$ cat src/rtl/core/arpp_pkg.sv
`default_nettype none

package arpp_pkg;

    // build-time sizing
    localparam int NUM_RANGES = 4;
    localparam int ADC_BITS   = 24;
    localparam int RANGE_W    = (NUM_RANGES > 2) ? $clog2(NUM_RANGES) : 1;

    // fixed field widths
    localparam int SAMPLE_W  = 24;
    localparam int CFG_W     = 64;
    localparam int CFG_IDX_W = 3;
    localparam int GAIN_W    = 24;
    localparam int PWR_W     = 49;
    localparam int HI_W      = 30;  // lane * 10000
    localparam int LO_W      = 23;  // lane * 100
    localparam int ADC_W     = 26;  // sample minus signed offset
    localparam int DIFF_W    = 27;  // adc minus signed intercept
    localparam int MAG_W     = 26;
    localparam int QUO_W     = MAG_W + 16;
    localparam int HALF_W    = QUO_W / 2;
    localparam int PROD_W    = HALF_W + GAIN_W;
    localparam int ACC_W     = QUO_W + GAIN_W;
    localparam int CNT_W     = $clog2(QUO_W);

    localparam logic [RANGE_W-1:0] LAST_RANGE = RANGE_W'(NUM_RANGES - 1);

    localparam logic [HI_W-1:0] HI_SCALE = HI_W'(10000);
    localparam logic [LO_W-1:0] LO_SCALE = LO_W'(100);

    localparam logic [PWR_W-1:0] PWR_MAX = {1'b0, {(PWR_W-1){1'b1}}};
    localparam logic [PWR_W-1:0] PWR_MIN = {1'b1, {(PWR_W-1){1'b0}}};

    localparam logic [CFG_W-1:0] HIGH_THR_RST = 64'd470070383811626630;
    localparam logic [CFG_W-1:0] LOW_THR_RST  = 64'd188941435436140166;

    // register indexes
    localparam logic [CFG_IDX_W-1:0] REG_SLOPES     = 3'd0;
    localparam logic [CFG_IDX_W-1:0] REG_INTERCEPTS = 3'd1;
    localparam logic [CFG_IDX_W-1:0] REG_OFFSETS    = 3'd2;
    localparam logic [CFG_IDX_W-1:0] REG_HIGH_THR   = 3'd3;
    localparam logic [CFG_IDX_W-1:0] REG_LOW_THR    = 3'd4;
    localparam logic [CFG_IDX_W-1:0] REG_GAIN       = 3'd5;

    localparam logic [3:0] SEL_PATTERN [4] = '{4'h7, 4'hD, 4'hB, 4'hE};

    typedef enum logic [2:0] {
        ST_VALID    = 3'd0,
        ST_RESAMPLE = 3'd1,
        ST_HIGH     = 3'd2,
        ST_LOW      = 3'd3,
        ST_NOSLOPE  = 3'd4
    } t_status;

    typedef struct packed {
        logic [CFG_W-1:0]  slopes;
        logic [CFG_W-1:0]  intercepts;
        logic [CFG_W-1:0]  offsets;
        logic [CFG_W-1:0]  high_thr;
        logic [CFG_W-1:0]  low_thr;
        logic [GAIN_W-1:0] gain;
    } t_cfg;

    // controller -> datapath
    typedef struct packed {
        logic    take;
        logic    limits;
        logic    move;
        logic    keep;
        logic    div_init;
        logic    div_step;
        logic    mul_lo;
        logic    mul_hi;
        logic    pwr;
        logic    out_load;
        t_status code;
    } t_cmd;

    // datapath -> controller
    typedef struct packed {
        logic move_req;
        logic adc_high;
        logic adc_low;
        logic slope_zero;
        logic div_last;
        logic pwr_nonpos;
    } t_stat;

    function automatic logic [15:0] lane16(input logic [CFG_W-1:0] word, input logic [1:0] idx);
        return word[{idx, 4'b0000} +: 16];
    endfunction

endpackage

`default_nettype wire

$ cat src/rtl/core/arpp_cfg.sv
`default_nettype none

module arpp_cfg
    import arpp_pkg::*;
(
    input  wire logic                 i_clk,
    input  wire logic                 i_rst_n,
    input  wire logic                 i_cfg_we,
    input  wire logic [CFG_IDX_W-1:0] i_cfg_index,
    input  wire logic [CFG_W-1:0]     i_cfg_data,
    output t_cfg                      o_cfg
);

    t_cfg r_cfg;

    always_ff @(posedge i_clk) begin
        if (!i_rst_n) begin
            r_cfg.slopes     <= '0;
            r_cfg.intercepts <= '0;
            r_cfg.offsets    <= '0;
            r_cfg.high_thr   <= HIGH_THR_RST;
            r_cfg.low_thr    <= LOW_THR_RST;
            r_cfg.gain       <= '0;
        end else if (i_cfg_we) begin
            case (i_cfg_index)
                REG_SLOPES:     r_cfg.slopes     <= i_cfg_data;
                REG_INTERCEPTS: r_cfg.intercepts <= i_cfg_data;
                REG_OFFSETS:    r_cfg.offsets    <= i_cfg_data;
                REG_HIGH_THR:   r_cfg.high_thr   <= i_cfg_data;
                REG_LOW_THR:    r_cfg.low_thr    <= i_cfg_data;
                REG_GAIN:       r_cfg.gain       <= i_cfg_data[GAIN_W-1:0];
                default: ;  // unmapped index: dropped
            endcase
        end
    end

    assign o_cfg = r_cfg;

endmodule

`default_nettype wire

$ cat src/rtl/core/arpp_ctrl.sv
`default_nettype none

module arpp_ctrl
    import arpp_pkg::*;
(
    input  wire logic  i_clk,
    input  wire logic  i_rst_n,
    input  wire logic  i_in_valid,
    output logic       o_in_ready,
    output logic       o_out_valid,
    input  wire logic  i_out_ready,
    input  wire t_stat i_stat,
    output t_cmd       o_cmd
);

    typedef enum logic [8:0] {
        S_IDLE   = 9'b000000001,
        S_LIMITS = 9'b000000010,
        S_RAW    = 9'b000000100,
        S_ADJ    = 9'b000001000,
        S_DIV    = 9'b000010000,
        S_MUL_LO = 9'b000100000,
        S_MUL_HI = 9'b001000000,
        S_POWER  = 9'b010000000,
        S_DONE   = 9'b100000000
    } t_state;

    t_state  r_state, n_state;
    t_status r_code, n_code;
    logic    r_out_valid, n_out_valid;
    logic    out_free;

    assign out_free = !r_out_valid || i_out_ready;

    always_comb begin
        n_state     = r_state;
        n_code      = r_code;
        n_out_valid = r_out_valid && !i_out_ready;
        o_in_ready  = 1'b0;
        o_cmd       = '0;
        o_cmd.code  = r_code;
        case (r_state)
            S_IDLE: begin
                o_in_ready = 1'b1;
                if (i_in_valid) begin
                    o_cmd.take = 1'b1;
                    n_state    = S_LIMITS;
                end
            end
            S_LIMITS: begin
                o_cmd.limits = 1'b1;
                n_state      = S_RAW;
            end
            S_RAW: begin
                if (i_stat.move_req) begin
                    o_cmd.move = 1'b1;
                    n_code     = ST_RESAMPLE;
                    n_state    = S_DONE;
                end else begin
                    o_cmd.keep = 1'b1;
                    n_state    = S_ADJ;
                end
            end
            S_ADJ: begin
                if (i_stat.adc_high) begin
                    n_code  = ST_HIGH;
                    n_state = S_DONE;
                end else if (i_stat.adc_low) begin
                    n_code  = ST_LOW;
                    n_state = S_DONE;
                end else if (i_stat.slope_zero) begin
                    n_code  = ST_NOSLOPE;
                    n_state = S_DONE;
                end else begin
                    o_cmd.div_init = 1'b1;
                    n_state        = S_DIV;
                end
            end
            S_DIV: begin
                o_cmd.div_step = 1'b1;
                if (i_stat.div_last) begin
                    n_state = S_MUL_LO;
                end
            end
            S_MUL_LO: begin
                o_cmd.mul_lo = 1'b1;
                n_state      = S_MUL_HI;
            end
            S_MUL_HI: begin
                o_cmd.mul_hi = 1'b1;
                n_state      = S_POWER;
            end
            S_POWER: begin
                o_cmd.pwr = 1'b1;
                n_code    = i_stat.pwr_nonpos ? ST_LOW : ST_VALID;
                n_state   = S_DONE;
            end
            S_DONE: begin
                if (out_free) begin
                    o_cmd.out_load = 1'b1;
                    n_out_valid    = 1'b1;
                    n_state        = S_IDLE;
                end
            end
            default: begin
                n_state = S_IDLE;
            end
        endcase
    end

    always_ff @(posedge i_clk) begin
        if (!i_rst_n) begin
            r_state     <= S_IDLE;
            r_code      <= ST_VALID;
            r_out_valid <= 1'b0;
        end else begin
            r_state     <= n_state;
            r_code      <= n_code;
            r_out_valid <= n_out_valid;
        end
    end

    assign o_out_valid = r_out_valid;

endmodule

`default_nettype wire

$ cat src/rtl/core/arpp_dpath.sv
`default_nettype none

module arpp_dpath
    import arpp_pkg::*;
(
    input  wire logic                i_clk,
    input  wire logic                i_rst_n,
    input  wire logic [SAMPLE_W-1:0] i_adc_sample,
    input  wire t_cfg                i_cfg,
    input  wire t_cmd                i_cmd,
    output t_stat                    o_stat,
    output logic [2:0]               o_status,
    output logic [PWR_W-1:0]         o_power,
    output logic [1:0]               o_active_range,
    output logic [3:0]               o_range_select_lines,
    output logic [SAMPLE_W-1:0]      o_kept_sample
);

    // persistent state
    logic [RANGE_W-1:0]  r_range;
    logic [SAMPLE_W-1:0] r_kept;
    logic [PWR_W-1:0]    r_power;

    // per-item working registers
    logic [ADC_BITS-1:0]     r_sample;
    logic [HI_W-1:0]         r_hi;
    logic [LO_W-1:0]         r_lo;
    logic signed [ADC_W-1:0] r_adc;
    logic                    r_neg;
    logic [QUO_W-1:0]        r_dq;    // dividend shifts out, quotient shifts in
    logic [15:0]             r_rem;
    logic [CNT_W-1:0]        r_cnt;
    logic [ACC_W-1:0]        r_acc;

    // output register
    logic [2:0]          r_o_status;
    logic [PWR_W-1:0]    r_o_power;
    logic [1:0]          r_o_range;
    logic [3:0]          r_o_sel;
    logic [SAMPLE_W-1:0] r_o_kept;

    logic [1:0]              lane_idx;
    logic [15:0]             hi_lane, lo_lane, slope, off_lane, icpt_lane;
    logic [SAMPLE_W-1:0]     sample;
    logic                    raw_high, raw_low;
    logic signed [ADC_W-1:0] adc_next;
    logic signed [DIFF_W-1:0] diff;
    logic [MAG_W-1:0]        mag;
    logic [16:0]             trial;
    logic                    trial_ge;
    logic [HALF_W-1:0]       mul_a;
    logic [PROD_W-1:0]       prod;
    logic [QUO_W+7:0]        q_pwr;   // acc >> 16
    logic                    frac_nz;
    logic [QUO_W+8:0]        neg_mag;
    logic [PWR_W-1:0]        pwr_next;

    assign lane_idx  = 2'(r_range);
    assign hi_lane   = lane16(i_cfg.high_thr, lane_idx);
    assign lo_lane   = lane16(i_cfg.low_thr, lane_idx);
    assign slope     = lane16(i_cfg.slopes, lane_idx);
    assign off_lane  = lane16(i_cfg.offsets, lane_idx);
    assign icpt_lane = lane16(i_cfg.intercepts, lane_idx);

    assign sample   = SAMPLE_W'(r_sample);
    assign raw_high = {(HI_W-SAMPLE_W)'(0), sample} >= r_hi;
    assign raw_low  = sample < SAMPLE_W'(r_lo);
    assign adc_next = signed'({2'b00, sample}) - ADC_W'(signed'(off_lane));

    // offset-corrected value is only compared when nonnegative
    assign o_stat.move_req   = raw_high ? (r_range != '0) : (raw_low && r_range != LAST_RANGE);
    assign o_stat.adc_high   = !r_adc[ADC_W-1] &&
                               ({(HI_W-ADC_W+1)'(0), r_adc[ADC_W-2:0]} >= r_hi);
    assign o_stat.adc_low    = r_adc[ADC_W-1] ||
                               (r_adc[ADC_W-2:0] < (ADC_W-1)'(r_lo));
    assign o_stat.slope_zero = (slope == '0);
    assign o_stat.div_last   = (r_cnt == CNT_W'(QUO_W - 1));

    assign diff = DIFF_W'(r_adc) - DIFF_W'(signed'(icpt_lane));
    assign mag  = diff[DIFF_W-1] ? MAG_W'(-diff) : MAG_W'(diff);

    // restoring divide, one quotient bit per cycle
    assign trial    = {r_rem, r_dq[QUO_W-1]};
    assign trial_ge = trial >= {1'b0, slope};

    // quotient magnitude times gain in two halves
    assign mul_a = i_cmd.mul_hi ? r_dq[QUO_W-1:HALF_W] : r_dq[HALF_W-1:0];
    assign prod  = PROD_W'(mul_a) * PROD_W'(i_cfg.gain);

    // floor of signed product / 2^16, saturated
    assign q_pwr   = r_acc[ACC_W-1:16];
    assign frac_nz = |r_acc[15:0];
    assign neg_mag = {1'b0, q_pwr} + (QUO_W+9)'(frac_nz);

    always_comb begin
        if (!r_neg) begin
            pwr_next = (q_pwr[QUO_W+7:PWR_W-1] != '0) ? PWR_MAX : PWR_W'(q_pwr);
        end else if (neg_mag > (QUO_W+9)'(PWR_MIN)) begin
            pwr_next = PWR_MIN;
        end else begin
            pwr_next = PWR_W'(-neg_mag);
        end
    end

    assign o_stat.pwr_nonpos = r_neg || (q_pwr == '0);

    always_ff @(posedge i_clk) begin
        if (!i_rst_n) begin
            r_range <= '0;
            r_kept  <= '0;
            r_power <= '0;
        end else begin
            if (i_cmd.move) begin
                r_range <= raw_high ? r_range - 1'b1 : r_range + 1'b1;
            end
            if (i_cmd.keep) begin
                r_kept <= sample;
            end
            if (i_cmd.pwr) begin
                r_power <= pwr_next;
            end
        end
    end

    always_ff @(posedge i_clk) begin
        if (i_cmd.take) begin
            r_sample <= i_adc_sample[ADC_BITS-1:0];
        end
        if (i_cmd.limits) begin
            r_hi <= {(HI_W-16)'(0), hi_lane} * HI_SCALE;
            r_lo <= {(LO_W-16)'(0), lo_lane} * LO_SCALE;
        end
        if (i_cmd.keep) begin
            r_adc <= adc_next;
        end
        if (i_cmd.div_init) begin
            r_neg <= diff[DIFF_W-1];
            r_dq  <= {mag, 16'h0000};
            r_rem <= '0;
            r_cnt <= '0;
        end else if (i_cmd.div_step) begin
            r_rem <= trial_ge ? 16'(trial - {1'b0, slope}) : 16'(trial);
            r_dq  <= {r_dq[QUO_W-2:0], trial_ge};
            r_cnt <= r_cnt + 1'b1;
        end
        if (i_cmd.mul_lo) begin
            r_acc <= ACC_W'(prod);
        end else if (i_cmd.mul_hi) begin
            r_acc <= r_acc + ACC_W'({prod, HALF_W'(0)});
        end
        if (i_cmd.out_load) begin
            r_o_status <= i_cmd.code;
            r_o_power  <= r_power;
            r_o_range  <= 2'(r_range);
            r_o_sel    <= SEL_PATTERN[lane_idx];
            r_o_kept   <= r_kept;
        end
    end

    assign o_status             = r_o_status;
    assign o_power              = r_o_power;
    assign o_active_range       = r_o_range;
    assign o_range_select_lines = r_o_sel;
    assign o_kept_sample        = r_o_kept;

endmodule

`default_nettype wire

$ cat src/rtl/core/autorange_photodiode_power.sv
// One request in flight: a kept sample with a nonzero slope runs limits, range check,
// offset check, bit-serial divide, split multiply and power; a resample or a
// threshold/zero-slope exit goes straight to the result. The next request is taken once
// the result has entered the output register.
// Reset (sync, active low): range 0, kept sample and power 0, config to defaults.
`default_nettype none

module autorange_photodiode_power
    import arpp_pkg::*;
(
    input  wire logic                 i_clk,
    input  wire logic                 i_rst_n,
    // config write port
    input  wire logic                 i_cfg_we,
    input  wire logic [CFG_IDX_W-1:0] i_cfg_index,
    input  wire logic [CFG_W-1:0]     i_cfg_data,
    // sample request
    input  wire logic                 i_in_valid,
    output logic                      o_in_ready,
    input  wire logic [SAMPLE_W-1:0]  i_adc_sample,
    // result
    output logic                      o_out_valid,
    input  wire logic                 i_out_ready,
    output logic [2:0]                o_status,
    output logic [PWR_W-1:0]          o_power,
    output logic [1:0]                o_active_range,
    output logic [3:0]                o_range_select_lines,
    output logic [SAMPLE_W-1:0]       o_kept_sample
);

    t_cfg  cfg;
    t_cmd  cmd;
    t_stat stat;

    // Config registers: thresholds, slopes, intercepts, offsets, gain.
    arpp_cfg u_cfg (
        .i_clk       (i_clk),
        .i_rst_n     (i_rst_n),
        .i_cfg_we    (i_cfg_we),
        .i_cfg_index (i_cfg_index),
        .i_cfg_data  (i_cfg_data),
        .o_cfg       (cfg)
    );

    // Sequencer: limits, raw range check, offset check, divide, multiply, power.
    // The output register frees the input side, so a new request is taken
    // while the previous result is still waiting downstream.
    arpp_ctrl u_ctrl (
        .i_clk       (i_clk),
        .i_rst_n     (i_rst_n),
        .i_in_valid  (i_in_valid),
        .o_in_ready  (o_in_ready),
        .o_out_valid (o_out_valid),
        .i_out_ready (i_out_ready),
        .i_stat      (stat),
        .o_cmd       (cmd)
    );

    // Datapath: range state, restoring divider, split gain multiply,
    // floor/saturate of power, output register.
    arpp_dpath u_dpath (
        .i_clk                (i_clk),
        .i_rst_n              (i_rst_n),
        .i_adc_sample         (i_adc_sample),
        .i_cfg                (cfg),
        .i_cmd                (cmd),
        .o_stat               (stat),
        .o_status             (o_status),
        .o_power              (o_power),
        .o_active_range       (o_active_range),
        .o_range_select_lines (o_range_select_lines),
        .o_kept_sample        (o_kept_sample)
    );

endmodule

`default_nettype wire
$ cat config.mk
export PLATFORM = sky130hd
export DESIGN_NAME = autorange_photodiode_power
export DESIGN_NICKNAME = d
export VERILOG_FILES = /design/src/rtl/core/arpp_pkg.sv /design/src/rtl/core/arpp_cfg.sv /design/src/rtl/core/arpp_ctrl.sv /design/src/rtl/core/arpp_dpath.sv /design/src/rtl/core/autorange_photodiode_power.sv
export SDC_FILE = /design/constraint.sdc
export NUM_CORES = 2
export LEC_CHECK = 0
export BUFFER_PORTS_ARGS = -buffer_cell sky130_fd_sc_hd__buf_2
export CORE_MARGIN = 2
export CORE_UTILIZATION = 54
export CTS_BUF_LIST = sky130_fd_sc_hd__clkbuf_16
export CTS_CLUSTER_DIAMETER = 150
export CTS_CLUSTER_SIZE = 16
export DETAILED_ROUTE_END_ITERATION = 12
export GPL_TIMING_DRIVEN = 0
export HOLD_SLACK_MARGIN = 0.08
export PLACE_DENSITY = 0.75
export SLEW_MARGIN = 20
export SYNTH_ARGS = -nofsm -noshare
export SYNTH_HDL_FRONTEND = slang
export SYNTH_SLANG_ARGS = --single-unit
$ cat constraint.sdc
create_clock -name i_clk -period 31.4 [get_ports i_clk]
set_input_delay 1.57 -clock i_clk [delete_from_list [all_inputs] [get_ports i_clk]]
set_output_delay 1.57 -clock i_clk [all_outputs]
set_load 0.01 [all_outputs]
# --- Word-level counts from Yosys, hierarchy flattened ---
# Cells that the tools add are included.
classes:
  n_addsub: 10
  n_mul: 3
  order_cmp: 7
  n_eq_ne: 21
  n_shift: 5
  muxes: 48
  n_bitwise: 1
  reduce_logical: 26
ops:
  columns: ["cell", "count"]
  rows:
  - ["$shiftx 64x7->16", 5]
  - ["$mux 49", 3]
  - ["$mux 45", 2]
  - ["$mux 42", 2]
  - ["$pmux 9 s9", 1]
  - ["$add 66x66->66", 1]
  - ["$mux 9", 7]
  - ["$add 50x1->51", 1]
  - ["$gt 51x49->1 const B", 1]
  - ["$logic_not 50->1", 1]
  - ["$neg 49->49", 1]
  - ["$mul 21x24->45", 1]
  - ["$ge 24x30->1", 1]
  - ["$ge 25x30->1", 1]
  - ["$sub 26x16->27", 1]
  - ["$mul 16x10->26 const B", 1]
  - ["$mux 26", 1]
  - ["$neg 26->26", 1]
  - ["$sub 25x16->26", 1]
  - ["$lt 25x23->1", 1]
  - ["$lt 24x23->1", 1]
  - ["$mul 16x5->21 const B", 1]
  - ["$mux 21", 1]
  - ["$mux 1", 19]
  - ["other kinds (39)", 65]
word_totals:
  regBits: 742
  output_inout_bits: 84

# --- Depth between registers and ports, before layout ---
depth:
  ltp_word: 7
  ltp_mapped: 48

# --- Cells and area by module ---
# Synthesis repeated with hierarchy kept, for this count alone.
hier_totals:
  hier_cells: 6461
  hier_area_um2: 61058.6
modules_own_cells:
  columns: ["mod", "instances", "cells_per_inst", "area_each_um2", "seq_area_each_um2"]
  rows:
  - ["arpp_dpath", 1, 5153, 47435.5, 10219.8]
  - ["arpp_cfg", 1, 1219, 12817.3, 6886.6]
  - ["arpp_ctrl", 1, 89, 805.8, 260.2]

# --- Least setup slack after synthesis ---
# No wires, ideal clock.
synth_timing:
  kind: "register to register"
  startpoint: "register u_ctrl.r_state[2]"
  endpoint: "register u_dpath.r_acc[65]"
  arrival_time_ns: 10.304
  required_time_ns: 31.239
  slack_ns: 20.935
  stages_incl_launch_ff: 46
  n_path_buf: 3
  period_less_slack_ns: 10.465
  path_cell_list: "dfxtp_1 nor2_1 nand2_1 or4_1 nor3b_1 clkbuf_1 nand2_1 nand2_1 clkbuf_1 nand2_1 fa_1 inv_1 fa_1 inv_1 fa_1 inv_1 fa_1 fa_1 [10 not listed] o21a_1 nor2_1 xnor2_1 ha_1 clkbuf_1 nor2_1 nor2_1 o41ai_1 o21ai_0 a21o_1 a2111oi_0 a21o_1 a31oi_1 a211oi_1 xnor3_1 and2b_1 xnor2_1 nor2_1"
synth_between:
  elab_chain_len: 5
  word_cells_on_any_way: 7
synth_lines:
  columns: ["item", "line", "source"]
  rows:
  - ["start: declaration", "arpp_ctrl.sv:28", "t_state r_state, n_state;"]
  - ["start signal: assignment", "arpp_ctrl.sv:117", "r_state <= n_state;"]
  - ["$eq 9x7->1", "arpp_ctrl.sv:42", "case (r_state)"]
  - ["$mux 1", "arpp_ctrl.sv:42", null]
  - ["$mux 21", "arpp_dpath.sv:87", "assign mul_a = i_cmd.mul_hi ? r_dq[QUO_W-1:HALF_W] : r_dq[HALF_W-1:0];"]
  - ["$mul 21x24->45", "arpp_dpath.sv:88", "assign prod = PROD_W'(mul_a) * PROD_W'(i_cfg.gain);"]
  - ["$add 66x66->66", "arpp_dpath.sv:149", "r_acc <= r_acc + ACC_W'({prod, HALF_W'(0)});"]
  - ["end signal: assignment", "arpp_dpath.sv:147", "r_acc <= ACC_W'(prod);"]
  - ["end signal: assignment", "arpp_dpath.sv:149", null]
  - ["end: declaration", "arpp_dpath.sv:33", "logic [ACC_W-1:0] r_acc;"]
# Several ways; a longest one is shown, not always the timed one.
# A chain may end at the register's enable or synchronous reset.

# --- Final worst setup path ---
layout_timing:
  startpoint: "register u_ctrl.r_state[3]"
  endpoint: "register u_dpath.r_acc[65]"
# The elaborated chain is that of the path after synthesis.

==> parameters.txt <==
Parameter                              Value

Yosys
  Netlist cell types ... between 100 and 150
  Synthesized Nets ... 7,666
  Number of synthesized register bits ... 742
  Syn. warnings ... 0
  Flip-flop cell with the highest count after synthesis ... dfxtp_1
  Share of the synthesized area in the top cell type ... 0.167
  Synth area leaders ... dfxtp_1 (17%), fa_1 (16%), edfxtp_1 (13%), ha_1 (10%), nand2_1 (8.1%)
  Synth Area per Inst ... approximately 8.9 um2
  Cells after Synth ... 6,628
  Proportion of register bits with asynchronous set or reset after synthesis ... 0
  Sequential share of the synthesized area ... 0.295
  Cell type with the largest total area after synthesis ... dfxtp_1
  Post-Synthesis Cell Area ... between 50,000 and 60,000 um2
  EDFF count, synth ... 251

STA
  Slew at the pin closest to its max-slew limit ... approximately 1.1 ns
  Highest clock frequency the design can meet ... 0.0756 GHz
  Worst slew margin relative to its limit ... 0.279
  Final critical-path required period ... 13.23 ns
  Post-Route Skew ... 0.0873 ns
  Final max-slew violation count ... 0
  RSZ-0062 raised after global routing ... false
  Post-route fraction of the period consumed by the critical path ... 0.421
  Setup Total Neg Slack ... 0 ns
  Setup-violating endpoint count in the final report ... 0
  Number of hold violations in the final report ... 0

Pwr
  Peak supply drop ... ~50 uV
  PwrDens ... 32.6 nW/um2
  Lkg Pwr ... 27.6 nW

CTS
  Root cell of the clock tree ... clkbuf_16
  Clock tree from TritonCTS ... done
  Maximum clock insertion buffer count ... 3
  Count of hold-fix buffers inserted at cts ... 0
  Post-CTS Setup Bufs ... 0
  Insertion delay to the later sink of the worst-skew pair ... ~0.70 ns
  TritonCTS Buffers ... 52
  Number of resized instances in the post-cts repair step ... 0
  Count of clock tree sinks ... between 700 and 800
  CTS clk-pin slew, worst paths ... about 0.080 ns
  Number of levels in the clock H-tree ... 2

Critical path
  Bufs and invs on worst path ... 7
  Most prevalent standard cell on the critical path ... fa_1
  Required time of the worst setup path ... 31.93 ns
  Largest delay share family, worst path ... adder cells
  Setup crit end kind ... register
  Critical path class ... register to register
  Largest stage delay on the critical path ... 0.76 ns
  Max FO, Critical Path ... 10
  Startpoint type of the worst setup path ... register
  Worst path arrival time ... 13.76 ns
  Crit path max-delay cell type ... xor2_1

Hold path
  HP Class ... register to register

Final layout
  Filler Cells Inserted ... 9,577
  Fin cells ... 8,311
  Layout cells sized above 1 ... 0.0638
  Highest-count cells in the layout ignoring fill and taps ... nand2_1 (1,271), inv_1 (822), a21oi_1 (545), dfxtp_1 (491), ha_1 (477)
  Area taken by flip-flops and latches ... 17,400 um2
  Net count of the finished layout ... 7,904
  Leading cell type in the layout, fill and taps excluded ... nand2_1
  Area of combinational cells with multiple inputs ... between 30,000 and 40,000 um2
  Signed area change from the synthesized netlist to the final layout ... 7.39%

Placed design
  GPL Wtd Cong ... 0.985
  Dpl cells ... 8,226
  I/O Buffers ... approximately 180
  Placed wire-length estimate ... 144,000 um

Global routing
  GRT Resource Usage Total ... 0.326
  Largest net degree at the start of global routing ... 29
  Initial antenna violation count ... 8
  Vias in the first global route ... 48.2k
  Global-route wire length before repair ... 279,000 um
  Leftover overflow at the end of global routing ... 0

Drt
  Via density per instance ... 5.92
  Total wire length after detailed routing ... about 180,000 um
  Remaining antenna violation count after routing ... 0
  Average wire per standard cell ... ~22 um
  Post-route DRC ... 0
  Detailed-router iteration count before antenna repair ... 6
  Number of DRC markers after the initial detailed-route iteration ... ~4.7k
  Total number of vias ... 49.2k

Floorplanning
  Height of the chip ... 334 um
  Rows ... about 120
  IO Count ... 180
  Effective utilization at floorplan ... 0.543
  Chip Width ... 334 um
  Floorplan Core Area ... 108,000 um2
  DIE AREA ... roughly 110,000 um2

Run
  Number of max-capacitance violations reported ... 0

Run status
  Status ... complete, no violations
cells in the mapped netlist (all sizes together), types with 23 or more instances:
library cell     n
fa             465
inv            801
a21o            82
a31oi           34
nor2b           82
o21bai          30
ha             477
o21ai          183
o21a            28
xnor2          173
a21oi          546
and3            43
a211oi          23
and2           255
nor4            36
nand4           50
buf             41
nand2b          39
clkbuf         281
nor2           293
nand2         1273
dfxtp          491
nor3           108
xor2            97
o22ai           42
nand3          102
edfxtp         251
mux4            80
registers in the layout (all words and copies together), names as in the netlist:
register                      flops
u_cfg.o_cfg                     344
u_ctrl.o_out_valid                1
u_ctrl.r_code                     3
u_ctrl.r_state                    9
u_dpath.lane_idx                  2
u_dpath.o_active_range            2
u_dpath.o_kept_sample            24
u_dpath.o_power                  49
u_dpath.o_range_select_lines      4
u_dpath.o_status                  3
u_dpath.r_acc                    66
u_dpath.r_adc                    26
u_dpath.r_cnt                     6
u_dpath.r_dq                     42
u_dpath.r_hi                     26
u_dpath.r_kept                   24
u_dpath.r_lo                     21
u_dpath.r_neg                     1
u_dpath.r_power                  49
u_dpath.r_rem                    16
u_dpath.r_sample                 24
cell type report:
type	instances	share of cell area
multi-input cells	4763	0.589
flip-flops and latches	742	0.275
inverters	801	0.0476
well taps	1414	0.0280
plain buffers	322	0.0207
clock buffers	52	0.0206
repair buffers	184	0.0162
clock inverters	28	0.00303
diodes	5	0.000198
path summary, 6_finish.rpt:
kind | endpoint | slack [ns] | startpoint | depth (start not counted)
setup / recovery | u_dpath.r_acc[65] | 18.17 | u_ctrl.r_state[3] | 44
hold / removal | u_dpath.o_kept_sample[6] | 0.41 | u_dpath.r_kept[6] | 0
setup reg to reg | u_dpath.r_acc[65] | 18.17 | u_ctrl.r_state[3] | 44
hold reg to reg | u_dpath.o_kept_sample[6] | 0.41 | u_dpath.r_kept[6] | 0
through the flow:
stage | setup slack [ns] | utilization | instance area (um2) | hold WS (ns) | total power, mW
2_1_floorplan | 20.93 | - | 58800 | 0.403 | 1.30
3_3_place_gp | 17.97 | 0.567 | 61500 | 0.413 | 1.40
3_5_place_dp | 17.99 | 0.569 | 61700 | 0.417 | 1.41
4_1_cts | 17.95 | 0.583 | 63200 | 0.413 | 2.05
5_1_grt | 17.43 | 0.583 | 63200 | 0.420 | 2.13
6_report | 18.17 | 0.583 | 63200 | 0.409 | 2.06
metal layers:
| metal | GRT usage | vias up | wire [um] |
|---|---|---|---|
| met1 | 0.412 | 23700 | 69700 |
| li1 | - | 22300 | - |
| met4 | 0.189 | 6 | 12800 |
| met5 | 0 | - | 43 |
| met3 | 0.0693 | 627 | 18600 |
| met2 | 0.519 | 2460 | 82700 |
kinds of logic after synthesis:
group,synth area share
simple gates,0.184
buf+inv,0.0733
compound gates,0.114
fa+ha+maj,0.260
flops,0.295
xor+xnor,0.0408
mux,0.0324
power by group:
part	switching, mW	leakage [nW]	internal [mW]
combinational	0.228	20.6	0.133
clock	0.355	0.809	0.302
sequential	0.0204	6.21	1.02
total	0.604	27.6	1.46
Power figures use the tool's default switching activity.
